`src/hdl/brp_queue.sv`:
```
// Small register FIFO.
module brp_queue #(
   parameter int WIDTH = 8,
   parameter int DEPTH = 2
) (
   input  logic             clock,
   input  logic             reset,
   input  logic             push,
   input  logic [WIDTH-1:0] wdata,
   output logic             full,
   input  logic             pop,
   output logic [WIDTH-1:0] rdata,
   output logic             empty
);
   localparam int PW = $clog2(DEPTH);
   localparam int NW = $clog2(DEPTH + 1);

   logic [WIDTH-1:0] mem_ff [DEPTH];
   logic [PW-1:0]    wr_ff, wr_in, rd_ff, rd_in;
   logic [NW-1:0]    cnt_ff, cnt_in;
   logic             do_push, do_pop;

   assign full    = (cnt_ff == NW'(DEPTH));
   assign empty   = (cnt_ff == '0);
   assign do_push = push && !full;
   assign do_pop  = pop && !empty;
   assign rdata   = mem_ff[rd_ff];

   always_comb begin
      wr_in  = wr_ff;
      rd_in  = rd_ff;
      cnt_in = cnt_ff;
      if (do_push) begin
         wr_in = (wr_ff == PW'(DEPTH - 1)) ? '0 : PW'(wr_ff + 1'b1);
      end
      if (do_pop) begin
         rd_in = (rd_ff == PW'(DEPTH - 1)) ? '0 : PW'(rd_ff + 1'b1);
      end
      if (do_push && !do_pop) begin
         cnt_in = NW'(cnt_ff + 1'b1);
      end else if (do_pop && !do_push) begin
         cnt_in = NW'(cnt_ff - 1'b1);
      end
   end

   always_ff @(posedge clock) begin
      if (reset) begin
         wr_ff  <= '0;
         rd_ff  <= '0;
         cnt_ff <= '0;
      end else begin
         wr_ff  <= wr_in;
         rd_ff  <= rd_in;
         cnt_ff <= cnt_in;
      end
      if (do_push) begin
         mem_ff[wr_ff] <= wdata;
      end
   end
endmodule

```
`config.mk`:
```
export PLATFORM = sky130hd
export DESIGN_NAME = brp_queue
export DESIGN_NICKNAME = d
export VERILOG_FILES = /design/src/hdl/brp_queue.sv
export SDC_FILE = /design/constraint.sdc
export NUM_CORES = 1
export LEC_CHECK = 0
export BUFFER_PORTS_ARGS = -buffer_cell sky130_fd_sc_hd__buf_2
export CORE_MARGIN = 10
export CORE_UTILIZATION = 48
export DETAILED_ROUTE_END_ITERATION = 12
export PLACE_DENSITY = 0.84
export SLEW_MARGIN = 20
export SYNTH_ARGS = -nofsm -noshare
export SYNTH_HDL_FRONTEND = slang
export SYNTH_SLANG_ARGS = --single-unit
```
`constraint.sdc`:
```
create_clock -name clock -period 1.6 [get_ports clock]
set_input_delay 0.08 -clock clock [delete_from_list [all_inputs] [get_ports clock]]
set_output_delay 0.08 -clock clock [all_outputs]
set_load 0.01 [all_outputs]
```
==> metrics.cfg, run 1 <==
[final_layout]
layoutNonFillerInstCount=100
nFillCells=119
regArea_um2=583
layout-drive-gt1-share_pct=42.9
nets=98
area_delta_synth_final_pct=31.7
multi_input_area_um2=205
final_common_cell=buf_2
diodes=0
post-route-util_pct=67.8
mostFrequentLayoutCells=buf_2 (21), edfxtp_1 (16), dlygate4sd3_1 (9)

[logic_synthesis]
synth_top_area_cell=edfxtp_1
synth_area_leaders=edfxtp_1 (61%), dfxtp_1 (13%), mux2_2 (11%)
synth_cells=50
ys_seq_area_share_pct=73.2
synth-seq-cells=21
netlist_area_um2=793
ys_warn_count=0
synth_cell_type_count=13
synth_fp_nets=63
synth_top_area_share_pct=60.6
syn_area_per_cell_um2=15.9

[placement]
io_buffers=21
place_congestion=0.677
dp.cells=87
hpwl_um=1020

[drt]
drt_iter0_markers=10
detail-route-antenna-nets=0
dr_total_vias=492
post_drt_wl_per_cell_um=14.6
wl_um=1460
drc=0
dr.pass1.iters=2
via_per_inst=4.92

[timing]
period_minus_slack_ns=1.49
slew_headroom_pct=73.1
setup_viol=0
slew_violations=0
rsz0062_at_grt=no
max_freq_mhz=671
period_share_pct=93.1
skew_ns=0.000758
tightest_slew_ns=0.403
hold_viol_final=0
tns_ns=0

[worst_setup_path]
endpoint_kind=flop
crit_start=cnt_ff[1]$_SDFFE_PP0P_
crit_path_start_kind=flop
cp.required_ns=1.83
worstSetupPathType=flop to flop
arrival_ns=1.72
r2r-start=cnt_ff[1]$_SDFFE_PP0P_
path_max_fanout=5

[clocking]
ctsHtreeMaxLevel=1
clk_pin_slew_ns=0.11
cts_buffers=3
cts_setup_buffers=0
cts_tree=done
clock_path_buffers=2
cts_sinks=21
clock-root-buffer=clkbuf_4
clk_latency_ns=0.29

[global_routing]
grt_use_total_pct=8.53
grt_pass1_wl_um=2420
grt_start_max_net_pins=12
antenna_found_initial=0
grt_overflow=0
grt_pass1_vias=557

[floorplan]
die_w_um=60.7
num_io_pins=22
die_area_um2=3680
fp.dieH_um=60.7
initial_core_util_pct=51.5
coreArea_um2=1540
rows=14

[power]
peakVddDrop_uv=887
p_leak_nw=0.422
power.density_nw_per_um2=1430

[status]
outcome=finished clean

[run]
drv_cap=0

[min_path]
hp-class=input port to flop
hp-start=push

[flip-flops by register name (all words and copies together), names as in the netlist, named ones only]
name,cells
cnt_ff,2
rd_ff,1
wr_ff,1
mem_ff,16
[synth_stat cells]
| master | count |
|---|---|
| edfxtp_1 | 16 |
| mux2_2 | 8 |
| dfxtp_1 | 5 |
| nor2_1 | 5 |
| o21ai_0 | 3 |
| xor2_1 | 3 |
| a21oi_1 | 2 |
| inv_1 | 2 |
| or3_1 | 2 |
| and2_1 | 1 |
| buf_2 | 1 |
| ha_1 | 1 |
| nor2b_2 | 1 |
[path summary, 6_finish.rpt]
check / to / slack, ns / cells past startpoint
worst max-delay path: cnt_ff[1]$_SDFFE_PP0P_ / 0.11 / 5
worst min-delay path: wr_ff$_SDFFE_PP0N_ / 0.17 / 4
worst max register to register: cnt_ff[1]$_SDFFE_PP0P_ / 0.11 / 5
worst min register to register: wr_ff$_SDFFE_PP0N_ / 0.50 / 2
[through the flow]
step | setup slack (ns) | hold WS, ns | power, mW | cell area, µm²
after floorplan | 0.108 | 0.149 | 1.06 | 793
after global placement | 0.144 | 0.268 | 1.21 | 921
after detailed placement | 0.0607 | 0.272 | 1.23 | 921
after CTS | 0.0347 | 0.161 | 1.49 | 1040
after global routing | 0.00673 | 0.195 | 1.60 | 1040
final | 0.110 | 0.168 | 1.50 | 1040
[worst max-delay path: stages (launching register included)]
cell and delay [ns]:
dfxtp_2 0.37, nor2b_4 0.16, nor2_1 0.06, ha_1 0.32
or3_1 0.38, a21oi_1 0.13
[power breakdown]
group | switching, mW | internal (mW)
Sequential | 0.0748 | 0.701
Combinational | 0.227 | 0.248
Clock | 0.148 | 0.0968
[kinds of logic (layout without fill, tap and decap cells)]
| logic type | count (synthesis) | in the layout | synth area share, % |
|---|---|---|---|
| adder cells (fa/ha/maj) | 1 | 1 | 1.58 |
| AND/OR/NAND/NOR | 9 | 9 | 5.84 |
| buffers and inverters | 3 | 37 | 1.58 |
| AO/OA/AOI/OAI | 5 | 5 | 3.15 |
| multiplexers | 8 | 8 | 11.4 |
| flip-flops | 21 | 21 | 73.2 |
| XOR/XNOR | 3 | 3 | 3.31 |
[metal layers]
metal  wire length (µm)  GRT usage [%]
met3                139           3.76
met1                655           10.3
met5                  0              0
met2                667           13.2
met4                  0           2.82
[area by class of cell]
cell class / count / share of cell area [%]
inverter: 2 / 0.719
multi-input combinational: 26 / 19.6
timing repair buffer: 31 / 19.4
clock buffer: 4 / 2.51
sequential: 21 / 55.8
tap: 16 / 1.92
[repair_timing]
item,CTS,global route
endpoints found under the hold margin,19,0
hold buffers,9,0
gates resized for setup,0,4
endpoints found under the setup margin,0,1
Power figures use the tool's default switching activity.
==> inputs of run 2 (changes only) <==
- RECOVER_POWER: default -> 25
==> run 2 against run 1 <==
- global-route usage unchanged
- maximum frequency about the same
- clock skew about the same
- worst hold slack about the same
- critical endpoint unchanged
==> metrics.cfg, run 2 (synthesis results as in run 1) <==
[drt]
via_per_inst=4.95  ; +0.61%
drt_iter0_markers=10  ; unchanged
dr_total_vias=495  ; +0.61%
wl_um=1460  ; about the same
drc=0  ; unchanged
detail-route-antenna-nets=0  ; unchanged
dr.pass1.iters=2  ; unchanged
post_drt_wl_per_cell_um=14.6  ; about the same

[timing]
rsz0062_at_grt=no
setup_slack_ns=0.110  ; +0.0000710 ns
slew_violations=0  ; unchanged
slew_headroom_pct=73.2  ; about the same
tns_ns=0  ; unchanged
tightest_slew_ns=0.403  ; -0.000776 ns
period_share_pct=93.1  ; about the same
max_freq_mhz=671  ; about the same
period_minus_slack_ns=1.49  ; -0.0000710 ns
skew_ns=0.000510  ; -0.000247 ns
hold_viol_final=0  ; unchanged
setup_viol=0  ; unchanged

[clocking]
cts_buffers=3  ; unchanged
ctsHtreeMaxLevel=1  ; unchanged
clock_path_buffers=2  ; unchanged
cts_tree=done
cts_setup_buffers=0  ; unchanged
cts_sinks=21  ; unchanged
clk_latency_ns=0.29  ; about the same
clock-root-buffer=clkbuf_4
clk_pin_slew_ns=0.11  ; about the same

[placement]
place_congestion=0.677  ; unchanged
io_buffers=21  ; unchanged
hpwl_um=1020  ; unchanged
pre_cts_ws_ns=0.0607  ; unchanged
dp.cells=87  ; unchanged

[worst_setup_path]
cp.required_ns=1.83  ; about the same
worstSetupPathType=flop to flop
crit_slowest_cell=or3_1
critPathBufInv=0  ; unchanged
arrival_ns=1.72  ; about the same
path_cells=nor2b_4 -> nor2_1 -> ha_1 -> or3_1 -> a21oi_1
reg2reg_depth=5  ; unchanged
path_max_fanout=5  ; unchanged
crit_family=simple AND/OR/NAND/NOR gates
crit_path_start_kind=flop
max_stage_delay_ns=0.38  ; about the same
endpoint_kind=flop
path_depth=5  ; unchanged

[floorplan]
coreArea_um2=1540  ; unchanged
fp.dieH_um=60.7  ; unchanged
initial_core_util_pct=51.5  ; unchanged
rows=14  ; unchanged
num_io_pins=22  ; unchanged
die_area_um2=3680  ; unchanged
die_w_um=60.7  ; unchanged

[final_layout]
layout-drive-gt1-share_pct=40.5  ; -2.4 points
post-route-util_pct=67.6  ; -0.16 points
largest_register_ff_count=16  ; unchanged
nets=98  ; unchanged
regMostFlops=mem_ff
final_common_cell=buf_2
layoutNonFillerInstCount=100  ; unchanged
mostFrequentLayoutCells=buf_2 (18), edfxtp_1 (16), dlygate4sd3_1 (9)
reg_top3=mem_ff x16, cnt_ff x2
diodes=0  ; unchanged
nFillCells=121  ; +1.7%
area_delta_synth_final_pct=31.4

[global_routing]
grt_pass1_vias=557  ; unchanged
grt_use_total_pct=8.53  ; unchanged
grt_start_max_net_pins=12  ; unchanged
antenna_found_initial=0  ; unchanged
grt_overflow=0  ; unchanged
grt_pass1_wl_um=2420  ; unchanged

[status]
outcome=finished clean

[power]
totalPowerFinal_mw=1.50  ; about the same
p_leak_nw=0.417  ; -1.3%
peakVddDrop_uv=886  ; about the same
power.density_nw_per_um2=1430  ; +0.18%

[min_path]
hp-class=input port to flop
whs_path_depth=4  ; unchanged

[run]
drv_cap=0  ; unchanged

[run 2: cell count changes in the layout (fill, tap and decap cells not counted), sizes merged]
cell / before / now
buf: 22 / 19
clkbuf: 4 / 7
[run 2: power breakdown]
| part | switching [mW] | internal, mW |
|---|---|---|
| Sequential | 0.0748 | 0.701 |
| Clock | 0.148 | 0.0968 |
| Combinational | 0.227 | 0.248 |
| Total | 0.450 | 1.05 |
[run 2: metal layers]
metal  part of all wire, %  GRT usage [%]  vias to the layer above
met3                   9.5           3.76                        0
li1                      -              -                      254
met5                     0              0                        -
met2                    46           13.2                       15
met1                    45           10.3                      226
met4                     0           2.82                        0
[run 2: worst paths after layout]
path	from	endpoint	slack, ns
worst min register to register	wr_ff$_SDFFE_PP0N_	wr_ff$_SDFFE_PP0N_	0.50
worst min-delay path	push	wr_ff$_SDFFE_PP0N_	0.17
worst max-delay path	cnt_ff[1]$_SDFFE_PP0P_	cnt_ff[1]$_SDFFE_PP0P_	0.11
worst max register to register	cnt_ff[1]$_SDFFE_PP0P_	cnt_ff[1]$_SDFFE_PP0P_	0.11
[run 2: area by class of cell]
| type | count | area (µm²) | area share, % |
|---|---|---|---|
| Timing Repair Buffer | 31 | 200 | 19.2 |
| Tap cell | 16 | 20.0 | 1.92 |
| Clock buffer | 4 | 26.3 | 2.52 |
| Sequential cell | 21 | 583 | 55.9 |
| Multi-Input combinational cell | 26 | 205 | 19.7 |
| Inverter | 2 | 7.51 | 0.720 |
[run 2: stage by stage]
stage | hold slack, ns | cell area [µm²]
2_1_floorplan | 0.149 | 793
3_3_place_gp | 0.268 | 921
3_5_place_dp | 0.272 | 921
4_1_cts | 0.161 | 1040
5_1_grt | 0.195 | 1040
6_report | 0.168 | 1040
[run 2: worst min-delay path: cells and delay by family]
family | cells | cell delay (ns)
buffers and inverters | 2 | 0.17
AND/OR/NAND/NOR | 1 | 0.12
AO/OA/AOI/OAI | 1 | 0.06
[run 2: repair_timing]
action | CTS | global route
resized for setup | 0 | 4
hold buffers | 9 | 0
hold endpoints to repair | 19 | 0
setup endpoints to repair | 0 | 1
