==> config.mk <==
export PLATFORM = sky130hd
export DESIGN_NAME = brp_front
export DESIGN_NICKNAME = d
export VERILOG_FILES = /design/src/hdl/brp_pkg.sv /design/src/hdl/brp_queue.sv /design/src/hdl/brp_front.sv
export SDC_FILE = /design/constraint.sdc
export NUM_CORES = 1
export LEC_CHECK = 0
export BUFFER_PORTS_ARGS = -buffer_cell sky130_fd_sc_hd__clkbuf_2
export CORE_AREA = 3 3 59 72
export CTS_CLUSTER_SIZE = 40
export DETAILED_ROUTE_END_ITERATION = 7
export DIE_AREA = 0 0 62 75
export MAX_ROUTING_LAYER = met4
export PLACE_DENSITY = 0.73
export SLEW_MARGIN = 10
export SYNTH_ARGS = -nofsm -noshare
export SYNTH_HDL_FRONTEND = slang
export SYNTH_SLANG_ARGS = --single-unit
==> constraint.sdc <==
create_clock -name clock -period 2.63 [get_ports clock]
set_input_delay 0.3945 -clock clock [delete_from_list [all_inputs] [get_ports clock]]
set_output_delay 0.3945 -clock clock [all_outputs]
set_load 0.01 [all_outputs]
==> src/hdl/brp_pkg.sv <==
// Shared types and codes of the route planner.
package brp_pkg;

   localparam int STOP_W = 6;
   localparam int LINE_W = 8;
   localparam int OP_W   = 2;
   localparam int STAT_W = 2;

   localparam logic [OP_W-1:0] OP_REGISTER = 2'd0;
   localparam logic [OP_W-1:0] OP_CONNECT  = 2'd1;
   localparam logic [OP_W-1:0] OP_QUERY    = 2'd2;
   localparam logic [OP_W-1:0] OP_NONE     = 2'd3;

   localparam logic [STAT_W-1:0] ST_OK          = 2'd0;
   localparam logic [STAT_W-1:0] ST_UNKNOWN     = 2'd1;
   localparam logic [STAT_W-1:0] ST_UNREACHABLE = 2'd2;
   localparam logic [STAT_W-1:0] ST_FULL        = 2'd3;

   typedef struct packed {
      logic [OP_W-1:0]   operation;
      logic [STOP_W-1:0] stop_a;
      logic [STOP_W-1:0] stop_b;
      logic [LINE_W-1:0] line_id;
   } req_type;

   typedef struct packed {
      logic [STAT_W-1:0] status;
      logic [STOP_W-1:0] route_stop;
      logic [LINE_W-1:0] onward_line;
      logic              has_onward;
      logic              last;
   } rsp_type;

   typedef struct packed {
      logic [OP_W-1:0]   kind;
      logic              range_err;
      logic [STOP_W-1:0] stop_a;
      logic [STOP_W-1:0] stop_b;
      logic [LINE_W-1:0] line_id;
   } cmd_type;

endpackage

==> src/hdl/brp_queue.sv <==
// Small register FIFO.
module brp_queue #(
   parameter int WIDTH = 8,
   parameter int DEPTH = 2
) (
   input  logic             clock,
   input  logic             reset,
   input  logic             push,
   input  logic [WIDTH-1:0] wdata,
   output logic             full,
   input  logic             pop,
   output logic [WIDTH-1:0] rdata,
   output logic             empty
);
   localparam int PW = $clog2(DEPTH);
   localparam int NW = $clog2(DEPTH + 1);

   logic [WIDTH-1:0] mem_ff [DEPTH];
   logic [PW-1:0]    wr_ff, wr_in, rd_ff, rd_in;
   logic [NW-1:0]    cnt_ff, cnt_in;
   logic             do_push, do_pop;

   assign full    = (cnt_ff == NW'(DEPTH));
   assign empty   = (cnt_ff == '0);
   assign do_push = push && !full;
   assign do_pop  = pop && !empty;
   assign rdata   = mem_ff[rd_ff];

   always_comb begin
      wr_in  = wr_ff;
      rd_in  = rd_ff;
      cnt_in = cnt_ff;
      if (do_push) begin
         wr_in = (wr_ff == PW'(DEPTH - 1)) ? '0 : PW'(wr_ff + 1'b1);
      end
      if (do_pop) begin
         rd_in = (rd_ff == PW'(DEPTH - 1)) ? '0 : PW'(rd_ff + 1'b1);
      end
      if (do_push && !do_pop) begin
         cnt_in = NW'(cnt_ff + 1'b1);
      end else if (do_pop && !do_push) begin
         cnt_in = NW'(cnt_ff - 1'b1);
      end
   end

   always_ff @(posedge clock) begin
      if (reset) begin
         wr_ff  <= '0;
         rd_ff  <= '0;
         cnt_ff <= '0;
      end else begin
         wr_ff  <= wr_in;
         rd_ff  <= rd_in;
         cnt_ff <= cnt_in;
      end
      if (do_push) begin
         mem_ff[wr_ff] <= wdata;
      end
   end
endmodule

==> src/hdl/brp_front.sv <==
// Request intake: range classification and command queue.
module brp_front #(
   parameter int MAX_STOPS = 64
) (
   input  logic             clock,
   input  logic             reset,
   input  logic             req_push,
   input  brp_pkg::req_type req_data,
   output logic             req_full,
   input  logic             cmd_pop,
   output brp_pkg::cmd_type cmd,
   output logic             cmd_valid
);
   brp_pkg::cmd_type cls;
   logic             enq, cmd_empty;

   always_comb begin
      cls.kind      = req_data.operation;
      cls.stop_a    = req_data.stop_a;
      cls.stop_b    = req_data.stop_b;
      cls.line_id   = req_data.line_id;
      cls.range_err = (32'(req_data.stop_a) >= MAX_STOPS) ||
                      ((req_data.operation != brp_pkg::OP_REGISTER) &&
                       (32'(req_data.stop_b) >= MAX_STOPS));
   end

   // operation three is taken and dropped
   assign enq = req_push && (req_data.operation != brp_pkg::OP_NONE);

   brp_queue #(.WIDTH($bits(brp_pkg::cmd_type)), .DEPTH(2)) u_cmdq (
      .clock (clock),
      .reset (reset),
      .push  (enq),
      .wdata (cls),
      .full  (req_full),
      .pop   (cmd_pop),
      .rdata (cmd),
      .empty (cmd_empty)
   );

   assign cmd_valid = !cmd_empty;
endmodule

==> key figures, run 1 <==
Run status
  – Status: complete, no violations

Clock tree
  – Worst-Skew Late Latency: 290 ps
  – Num CTS Buffers: 5
  – CTS Buffer Depth: 2
  – Post-cts sizing count: 0
  – CTS tree: done
  – Post-CTS Hold Buffers: 0
  – CTS sink count: 49
  – Post-CTS setup buffer count: 0
  – H-tree depth: 2
  – Clk root buf: clkbuf_8
  – Reg clk slew, reported paths: 90 ps

Cells and area
  – Final nets: about 180
  – Multi-input logic area: 394.1 µm²
  – Fill cell count: 267
  – Commonest non-fill, non-tap cells in the layout: clkbuf_2 (49), edfxtp_1 (44), mux2_2 (22)
  – Antenna Diode Count: 0
  – Area growth, synth to finish: 22.99%
  – Design area: 2256 µm²
  – Storage element area: 1421 µm²
  – Most common cell after layout, fill and taps aside: clkbuf_2
  – Ratio of cells with drive above 1 in the final layout: 56.86%

Synth
  – Top cell type by total area after synthesis: edfxtp_1
  – Synthesized area per cell: 19.31 µm²
  – Number of synthesized register bits: 49
  – Post-synth cell types: 19
  – Yosys top cell area share: 72.03%
  – Synth Warn #: 0
  – Synth top area cells: edfxtp_1 (72%), mux2_2 (14%), dfxtp_1 (5.5%)
  – Netlist Area Pre-Place: 1834 µm²
  – Syn Inst Count: 95
  – Sequential area share after synthesis: 77.49%
  – Syn_nets: 122

Power and ir drop
  – Worst ir drop on vdd: 0.4727 mV
  – Internal power contribution: 1.470 mW
  – Power share of the clock group: 21.6%
  – Sequential Power Share: 50.6%
  – Pwr per Cell Area: 910.4 nW/µm²
  – Pleak: 0.8737 nW
  – Net load switching power: 0.5837 mW
  – Logic pwr share: roughly 28%
  – Switching share of power: 28.42%

Die
  – Initial core utilization: 50.48%
  – Placeable Area: about 3600 µm²
  – Number of cell rows: 24
  – I/O pins: 51
  – Die Area: 4650 µm²
  – Die Y: about 75 µm
  – Chip Width: 62 µm

STA
  – Clock Skew: 5.369 ps
  – Final setup viols: 0
  – RSZ-0062 raised after global routing: no
  – Post-layout min period: roughly 2100 ps
  – Final Max Slew Viols: 0
  – Hold Vio Cnt, Final: 0
  – Worst setup margin: 552.7 ps
  – Fin Hold WS: 289.4 ps
  – Highest Clock Rate: slightly below 500 MHz
  – Setup TNS Final: 0 ps
  – Period utilisation layout: between 70% and 80%

Global route
  – Grt ovf: 0
  – Initial antenna violation count: 0
  – First-pass GRT wire length: 4.809 mm
  – Total Routing Usage GR: 15.32%
  – Vias in the first global route: 1059
  – Largest net degree at the start of global routing: 16

Drt
  – Post-DRT Antenna Nets: 0
  – DRC: 0
  – WL final: between 3 and 4 mm
  – First-iteration detailed-routing DRC count: 23
  – Drt first pass iters: 4
  – Avg WL per Cell: 15.47 µm
  – Via count: 1015
  – Via density: 4.951

Place
  – Post-Place Cell Area: 2160 µm²
  – Detailed Place HPWL: 2.354 mm
  – DP Worst Slack: between 600 and 700 ps
  – GPL Wtd Cong: about 0.74
  – Port Buffers: a little under 50

Setup path
  – CP Max Fanout: 12
  – Required time of the critical path: 2240 ps
  – CP Launch Type: flip-flop
  – Critical path class: reg2out
  – Worst Setup End Kind: output pin
  – Crit path DAT: 1680 ps

Worst hold path
  – Worst min path class: in2reg

Run
  – Max cap viols: 0
state kept, by name, indices dropped and copies added, names as in the netlist, named ones only:
name	flops
u_cmdq.rd_ff	1
u_cmdq.mem_ff	44
u_cmdq.cnt_ff	2
u_cmdq.wr_ff	1
synth_stat cells:
| library cell | count |
|---|---|
| edfxtp_1 | 44 |
| mux2_2 | 22 |
| dfxtp_1 | 5 |
| nor2_1 | 4 |
| xor2_1 | 3 |
| buf_2 | 2 |
| nor2b_1 | 2 |
| o21ai_0 | 2 |
| a211oi_4 | 1 |
| a21oi_1 | 1 |
| and2_1 | 1 |
| buf_4 | 1 |
| conb_1 | 1 |
| ha_1 | 1 |
| inv_1 | 1 |
| mux2_1 | 1 |
| nor2b_2 | 1 |
| or2_2 | 1 |
| or3_1 | 1 |
through the flow:
stage               power (mW)  cells  utilization [%]
floorplan                1.410     95                -
global placement         1.609    197            59.44
detailed placement       1.640    197            59.44
CTS                      2.086    205            62.09
global route             2.174    205            62.09
finish                   2.054    205            62.09
final timing paths:
path                                       start              endpoint  slack [ps]  cells after the start
worst min-delay path                 req_data[9]   u_cmdq.mem_ff[1][9]         290                      1
worst min register to register      u_cmdq.rd_ff             flip-flop         520                      2
worst max-delay path                   flip-flop               cmd[12]         550                      3
worst max register to register  u_cmdq.cnt_ff[0]  u_cmdq.mem_ff[0][11]         800                      4
cell type report:
| class | instances | area share (%) |
|---|---|---|
| sequential | 49 | 63.01 |
| multi-input combinational | 42 | 17.47 |
| clock buffer | 6 | 3.661 |
| timing repair buffer | 53 | 12.20 |
| tap | 52 | 2.884 |
| inverter | 1 | 0.1664 |
| clock inverter | 2 | 0.6101 |
routing by layer:
layer	routed length (µm)	track usage, %
met1	1176	15.47
met2	1817	27.42
met3	110	3.431
met4	67	6.604
met5	0	-
cell families (layout without fill, tap and decap cells):
logic type                 count (synthesis)  in the layout  synth area share (%)
DFF                                       49             49                 77.49
muxes                                     23             23                 14.12
and+or+nand+nor                           10             10                 3.002
AOI/OAI and AO/OA                          4              4                 1.910
buffers and inverters                      4             62                 1.160
xor gates and xnor gates                   3              3                 1.433
adders and majority gates                  1              1                0.6820
other                                      1              1                0.2044
critical path, stage by stage (launching register included):
cell	delay, ps
dfxtp_1	610
buf_4	300
mux2_2	360
clkbuf_2	130
power groups by stage:
stage                     Sequential [mW]  Combinational, mW  Clock (mW)
after floorplan                      1.03              0.384           0
after global placement               1.05              0.561           0
after detailed placement             1.06              0.580           0
after CTS                            1.04              0.584       0.461
after global routing                 1.05              0.628       0.494
final                                1.04              0.571       0.443
(Power assumes the default switching activity.)
==> run 2: changes to the inputs <==
Settings changed: CORE_AREA 3 3 59 72 to 3 3 62 76, DIE_AREA 0 0 62 75 to 0 0 65 79, PLACE_DENSITY 0.73 to 0.69.
Clock period 2.63 ns to 1.68 ns, I/O delays scaled along.
==> run 2 against run 1 <==
Compared with the run above: non-clock buffer count grew 3; via count shrank 4.2%; critical path type is now reg2reg; clock skew shrank 3.1 ps.
==> key figures, run 2 (synthesis gave the netlist of run 1 again) <==
Clock tree
  – Worst-Skew Late Latency: 280 ps (was 290 ps)
  – CTS sink count: 49 (unchanged)
  – CTS Buffer Depth: 2 (unchanged)
  – Reg clk slew, reported paths: 80 ps (was 90 ps)
  – Num CTS Buffers: 5 (unchanged)
  – Clk root buf: clkbuf_8 (unchanged)
  – H-tree depth: 2 (unchanged)
  – CTS tree: done (unchanged)
  – Post-CTS Hold Buffers: 0 (unchanged)

Die
  – Die Area: 5135 µm² (was 4650 µm²)
  – Die Y: 79 µm (was 75 µm)
  – I/O pins: 51 (unchanged)
  – Placeable Area: 3973 µm² (was 3633 µm²)
  – Initial core utilization: 46.17% (was 50.48%)
  – Number of cell rows: 25 (was 24)
  – Chip Width: 65 µm (was 62 µm)

STA
  – Setup TNS Final: 0 ps (unchanged)
  – Final setup viols: 0 (unchanged)
  – Post-layout min period: roughly 1700 ps
  – Clock Skew: 2.237 ps (was 5.369 ps)
  – Period utilisation layout: 99.21%
  – Highest Clock Rate: 600.0 MHz
  – RSZ-0062 raised after global routing: no (unchanged)
  – Worst setup margin: 13.26 ps (was 552.7 ps)
  – Final Max Slew Viols: 0 (unchanged)
  – Hold Vio Cnt, Final: 0 (unchanged)

Cells and area
  – Regs by FF count: u_cmdq.mem_ff x44, u_cmdq.cnt_ff x2 (unchanged)
  – Final nets: 182 (was 179)
  – Area growth, synth to finish: 25.31% (was 22.99%)
  – Most common cell after layout, fill and taps aside: clkbuf_2 (unchanged)
  – Antenna Diode Count: 0 (unchanged)
  – Most flop-heavy register: u_cmdq.mem_ff (unchanged)
  – Design area: 2298 µm² (was 2256 µm²)
  – Max FFs per register: 44 (unchanged)
  – Ratio of cells with drive above 1 in the final layout: 59.35% (was 56.86%)
  – Layout Cells excl Fill: 209 (was 205)
  – Commonest non-fill, non-tap cells in the layout: clkbuf_2 (49), edfxtp_1 (44), mux2_2 (22) (unchanged)

Drt
  – Avg WL per Cell: 14.18 µm (was 15.47 µm)
  – DR WL met3: 129 µm (was 110 µm)
  – Wire length on met1: 1.126 mm (was 1.176 mm)
  – WL final: 2.963 mm (was 3.172 mm)
  – Post-DRT Antenna Nets: 0 (unchanged)
  – First-iteration detailed-routing DRC count: 41 (was 23)
  – Met2 wire length: 1.660 mm (was 1.817 mm)
  – Via count: 972 (was 1015)
  – DR top layer: met4 (unchanged)
  – Via density: 4.651 (was 4.951)
  – Drt first pass iters: 3 (was 4)
  – DRC: 0 (unchanged)

Global route
  – First-pass GRT wire length: 4.850 mm (was 4.809 mm)
  – Total Routing Usage GR: 13.20% (was 15.32%)
  – Largest net degree at the start of global routing: 23 (was 16)
  – Initial antenna violation count: 0 (unchanged)
  – Vias in the first global route: 1044 (was 1059)
  – Grt ovf: 0 (unchanged)

Setup path
  – CP peak stage delay: 360 ps (was 610 ps)
  – CP Launch Type: flip-flop (unchanged)
  – Crit path DAT: 1880 ps (was 1680 ps)
  – R2R Path Start: u_cmdq.cnt_ff[1] (was u_cmdq.cnt_ff[0])
  – Cell Chain, Critical Path: nor2b_2, a211oi_4, ha_4, or3_1, a21oi_2 (was buf_4, mux2_2, clkbuf_2)
  – Critical path's top delay family: simple AND/OR/NAND/NOR gates (was flip-flops)
  – Required time of the critical path: 1890 ps (was 2240 ps)
  – Setup crit start: u_cmdq.cnt_ff[1]
  – CP Max Fanout: 4 (was 12)
  – Critical path's slowest cell: or3_1 (was dfxtp_1)
  – Critical path class: reg2reg (was reg2out)
  – Worst Path Buf+Inv: 0 (was 2)
  – Worst Setup End Kind: flip-flop (was output pin)

Run
  – Max cap viols: 0 (unchanged)

Place
  – GPL Wtd Cong: 0.6518 (was 0.7387)
  – Post-Place Cell Area: 2188 µm² (was 2160 µm²)
  – Port Buffers: 49 (unchanged)
  – Detailed Place HPWL: 2.141 mm (was 2.354 mm)
  – Placed insts: 200 (was 197)
  – DP Worst Slack: 31.39 ps (was 685.8 ps)

Power and ir drop
  – Pwr Total: 3.225 mW (was 2.054 mW)
  – Pwr per Cell Area: 1403 nW/µm² (was 910.4 nW/µm²)
  – Worst ir drop on vdd: 0.8244 mV (was 0.4727 mV)
  – Pleak: 0.8856 nW (was 0.8737 nW)

Run status
  – Status: complete, no violations (unchanged)

Worst hold path
  – Worst min path class: in2reg (unchanged)
  – Hold Startpoint: req_data[8] (was req_data[9])
==> run 2: cell count changes in the layout (fill, tap and decap cells not counted), sizes merged <==
| cell | before | now |
|---|---|---|
| clkinv | 2 | 1 |
| buf | 4 | 7 |
==> run 2: power by group <==
part           internal, mW  leakage, nW  total (mW)  switching (mW)
sequential             1.53        0.449        1.59          0.0649
combinational         0.515        0.398        1.02           0.507
clock                 0.281       0.0387       0.609           0.328
==> run 2: timing repair <==
action / in CTS / in global routing
gates resized for setup: 0 / 5
endpoints found under the setup margin: 0 / 1
buffers inserted: 0 / 2
endpoints found under the hold margin: 0 / 0
==> run 2: path summary, 6_finish.rpt <==
kind                         endpoint  slack [ps]  cells past startpoint
setup / recovery     u_cmdq.cnt_ff[1]          10                      5
hold / removal    u_cmdq.mem_ff[1][8]         150                      1
setup reg to reg     u_cmdq.cnt_ff[1]          10                      5
hold reg to reg          u_cmdq.rd_ff         530                      2
==> run 2: worst register-to-register path, stage by stage (launching register included) <==
cell and delay, ps:
dfxtp_2 330, nor2b_2 170, a211oi_4 330, ha_4 270, or3_1 360, a21oi_2 150
==> run 2: routing by layer <==
| metal | vias to the layer above | GRT usage [%] |
|---|---|---|
| li1 | 472 | - |
| met1 | 470 | 13.26 |
| met2 | 26 | 23.75 |
| met3 | 4 | 3.960 |
| met4 | 0 | 5.074 |
| met5 | - | - |
==> run 2: area by class of cell <==
| type | instances | area [µm²] |
|---|---|---|
| Fill cell | 329 | 1674 |
| Sequential cell | 49 | 1424 |
| Multi-Input combinational cell | 42 | 416.7 |
| Timing Repair Buffer | 56 | 310.3 |
| Clock buffer | 6 | 72.57 |
| Tap cell | 54 | 67.56 |
| Clock inverter | 1 | 3.754 |
| Inverter | 1 | 3.754 |
==> run 2: per-stage QoR <==
stage | hold WS, ps | utilization [%]
6_report | 154.2 | 57.86
5_1_grt | 136.7 | 57.86
3_3_place_gp | 441.4 | 55.09
2_1_floorplan | 321.1 | -
4_1_cts | 143.9 | 57.01
3_5_place_dp | 445.1 | 55.09
==> run 3: changes to the inputs <==
Settings changed: CORE_AREA 3 3 62 76 to 3 3 71 86, DIE_AREA 0 0 65 79 to 0 0 74 89, PLACE_DENSITY 0.69 to 0.55.
==> run 3 against run 2 <==
Compared with the run above: power decreased by 0.96%; cell area decreased by 0.87%; hold slack got worse by 3.6 ps; register-to-register slack improved by 50 ps; worst setup slack improved by 52 ps; combinational power decreased by 6%; fmax increased by 3.2%; clock skew increased by 1.8 ps; cell count increased by 3.8%; sequential power about the same; wire length increased by 4.5%; non-clock buffer count decreased by 1; critical path type unchanged; largest cell class unchanged; highest routed layer unchanged.
==> key figures, run 3 (synthesis gave the netlist of run 1 again) <==
Run status
  – Status: complete, no violations (unchanged)

Cells and area
  – Final core occ: 42.72% (was 57.86%)
  – Storage element area: 1423 µm² (was 1424 µm²)
  – Most common cell after layout, fill and taps aside: clkbuf_2 (unchanged)
  – Ratio of cells with drive above 1 in the final layout: 56.77% (was 59.35%)
  – Area growth, synth to finish: 24.22% (was 25.31%)
  – Max FFs per register: 44 (unchanged)
  – Antenna Diode Count: 0 (unchanged)
  – Final nets: 181 (was 182)
  – Regs by FF count: u_cmdq.mem_ff x44, u_cmdq.cnt_ff x2 (unchanged)
  – Multi-input logic area: 400.4 µm² (was 416.7 µm²)
  – Design area: 2278 µm² (was 2298 µm²)
  – Commonest non-fill, non-tap cells in the layout: clkbuf_2 (49), edfxtp_1 (44), mux2_2 (22) (unchanged)
  – Most flop-heavy register: u_cmdq.mem_ff (unchanged)
  – Fill cell count: 494 (was 329)

Place
  – Port Buffers: 49 (unchanged)
  – Detailed Place HPWL: 2.241 mm (was 2.141 mm)
  – GPL Wtd Cong: 0.6942 (was 0.6518)
  – DP Worst Slack: 64.74 ps (was 31.39 ps)
  – Post-Place Cell Area: 2193 µm² (was 2188 µm²)

Global route
  – Initial antenna violation count: 0 (unchanged)
  – Vias in the first global route: 1047 (was 1044)
  – First-pass GRT wire length: 4.871 mm (was 4.850 mm)
  – Largest net degree at the start of global routing: 15 (was 23)
  – Total Routing Usage GR: 10.46% (was 13.20%)
  – Grt ovf: 0 (unchanged)

Setup path
  – Worst Path Buf+Inv: 0 (unchanged)
  – Cell Chain, Critical Path: nor2b_2, a211oi_4, ha_1, or3_1, a21oi_1 (was nor2b_2, a211oi_4, ha_4, or3_1, a21oi_2)
  – Worst Setup End Kind: flip-flop (unchanged)
  – CP Max Fanout: 5 (was 4)
  – Critical path class: reg2reg (unchanged)
  – Critical path's slowest cell: or3_1 (unchanged)
  – R2R Path Start: u_cmdq.cnt_ff[1] (unchanged)
  – CP peak stage delay: 360 ps (about the same)
  – Worst r2r dst: u_cmdq.cnt_ff[1] (unchanged)
  – CP Launch Type: flip-flop (unchanged)
  – Critical path's top delay family: simple AND/OR/NAND/NOR gates (unchanged)
  – Required time of the critical path: 1900 ps (was 1890 ps)
  – Crit path DAT: 1840 ps (was 1880 ps)
  – R2R cell count: 5 (unchanged)
  – R2R Setup Slk: 60 ps (was 10 ps)

Clock tree
  – CTS tree: done (unchanged)
  – Clk root buf: clkbuf_8 (unchanged)
  – CTS Buffer Depth: 2 (unchanged)
  – Worst-Skew Late Latency: 290 ps (was 280 ps)
  – Post-CTS setup buffer count: 0 (unchanged)
  – CTS sink count: 49 (unchanged)
  – Reg clk slew, reported paths: 80 ps (about the same)
  – H-tree depth: 2 (unchanged)
  – Num CTS Buffers: 5 (unchanged)
  – Post-CTS Hold Buffers: 0 (unchanged)
  – Post-cts sizing count: 0 (unchanged)

Worst hold path
  – Hold Startpoint: req_data[3] (was req_data[8])
  – Hold EP: u_cmdq.mem_ff[1][3] (was u_cmdq.mem_ff[1][8])
  – Worst min path class: in2reg (unchanged)
  – Hold depth: 1 (unchanged)

Die
  – Initial core utilization: 34.39% (was 46.17%)
  – Placeable Area: 5334 µm² (was 3973 µm²)
  – Chip Width: 74 µm (was 65 µm)
  – I/O pins: 51 (unchanged)
  – Die Y: 89 µm (was 79 µm)
  – Die Area: 6586 µm² (was 5135 µm²)
  – Number of cell rows: 29 (was 25)

STA
  – Worst setup margin: 64.91 ps (was 13.26 ps)
  – Clock Skew: 4.053 ps (was 2.237 ps)
  – Fin Hold WS: 150.6 ps (was 154.2 ps)
  – Final setup viols: 0 (unchanged)
  – Period utilisation layout: 96.14% (was 99.21%)
  – Post-layout min period: 1615 ps (was 1667 ps)
  – Hold Vio Cnt, Final: 0 (unchanged)
  – Setup TNS Final: 0 ps (unchanged)
  – Final Max Slew Viols: 0 (unchanged)
  – Highest Clock Rate: 619.2 MHz (was 600.0 MHz)
  – RSZ-0062 raised after global routing: yes (was no)

Drt
  – Via density: 4.562 (was 4.651)
  – Via count: 990 (was 972)
  – Post-DRT Antenna Nets: 0 (unchanged)
  – First-iteration detailed-routing DRC count: 24 (was 41)
  – WL final: 3.097 mm (was 2.963 mm)
  – Drt first pass iters: 4 (was 3)
  – DRC: 0 (unchanged)
  – Avg WL per Cell: 14.27 µm (was 14.18 µm)

Run
  – Max cap viols: 0 (unchanged)

Power and ir drop
  – Pwr per Cell Area: 1402 nW/µm² (was 1403 nW/µm²)
  – Pleak: 0.8773 nW (was 0.8856 nW)
  – Worst ir drop on vdd: 0.6704 mV (was 0.8244 mV)
## run 3: worst reg2reg max path: cells and delay by family (launching register included)
family | cells | cell delay, ps
AOI/OAI and AO/OA | 2 | 360
adders and majority gates | 1 | 320
DFF | 1 | 340
and+or+nand+nor | 2 | 540
## run 3: area by class of cell
class | instances | share of cell area (%)
clock buffer | 8 | 3.515
inverter | 1 | 0.1647
multi-input combinational | 42 | 17.57
sequential | 49 | 62.44
tap | 62 | 3.405
timing repair buffer | 55 | 12.90
## run 3: how the worst max path moves through the flow
stage | slack, ps | depth (start not counted) | start | endpoint
floorplan | 160 | 3 | u_cmdq.cnt_ff[1] | u_cmdq.mem_ff[0][0]
global placement | 150 | 5 | u_cmdq.cnt_ff[1] | u_cmdq.cnt_ff[1]
detailed placement | 60 | 5 | u_cmdq.cnt_ff[0] | u_cmdq.cnt_ff[1]
CTS | 40 | 3 | flip-flop | cmd[17]
global route | -20 | 5 | u_cmdq.cnt_ff[1] | u_cmdq.cnt_ff[1]
finish | 60 | 5 | u_cmdq.cnt_ff[1] | u_cmdq.cnt_ff[1]
## run 3: metal layers
metal,wire length (µm),vias to the layer above,track usage [%]
met5,0,-,-
met4,61,0,4.942
met3,181,5,3.262
met2,1725,27,17.98
met1,1128,484,10.76
li1,-,474,-
## run 3: report_power, final
part | total [mW] | switching, mW | internal, mW
Sequential | 1.60 | 0.0704 | 1.53
Combinational | 0.963 | 0.489 | 0.474
Clock | 0.634 | 0.338 | 0.296
## run 3: through the flow
step / power, mW / cells
after floorplan: 2.214 / 95
after global placement: 2.563 / 209
after detailed placement: 2.600 / 209
after CTS: 3.245 / 217
after global routing: 3.401 / 217
final: 3.194 / 217
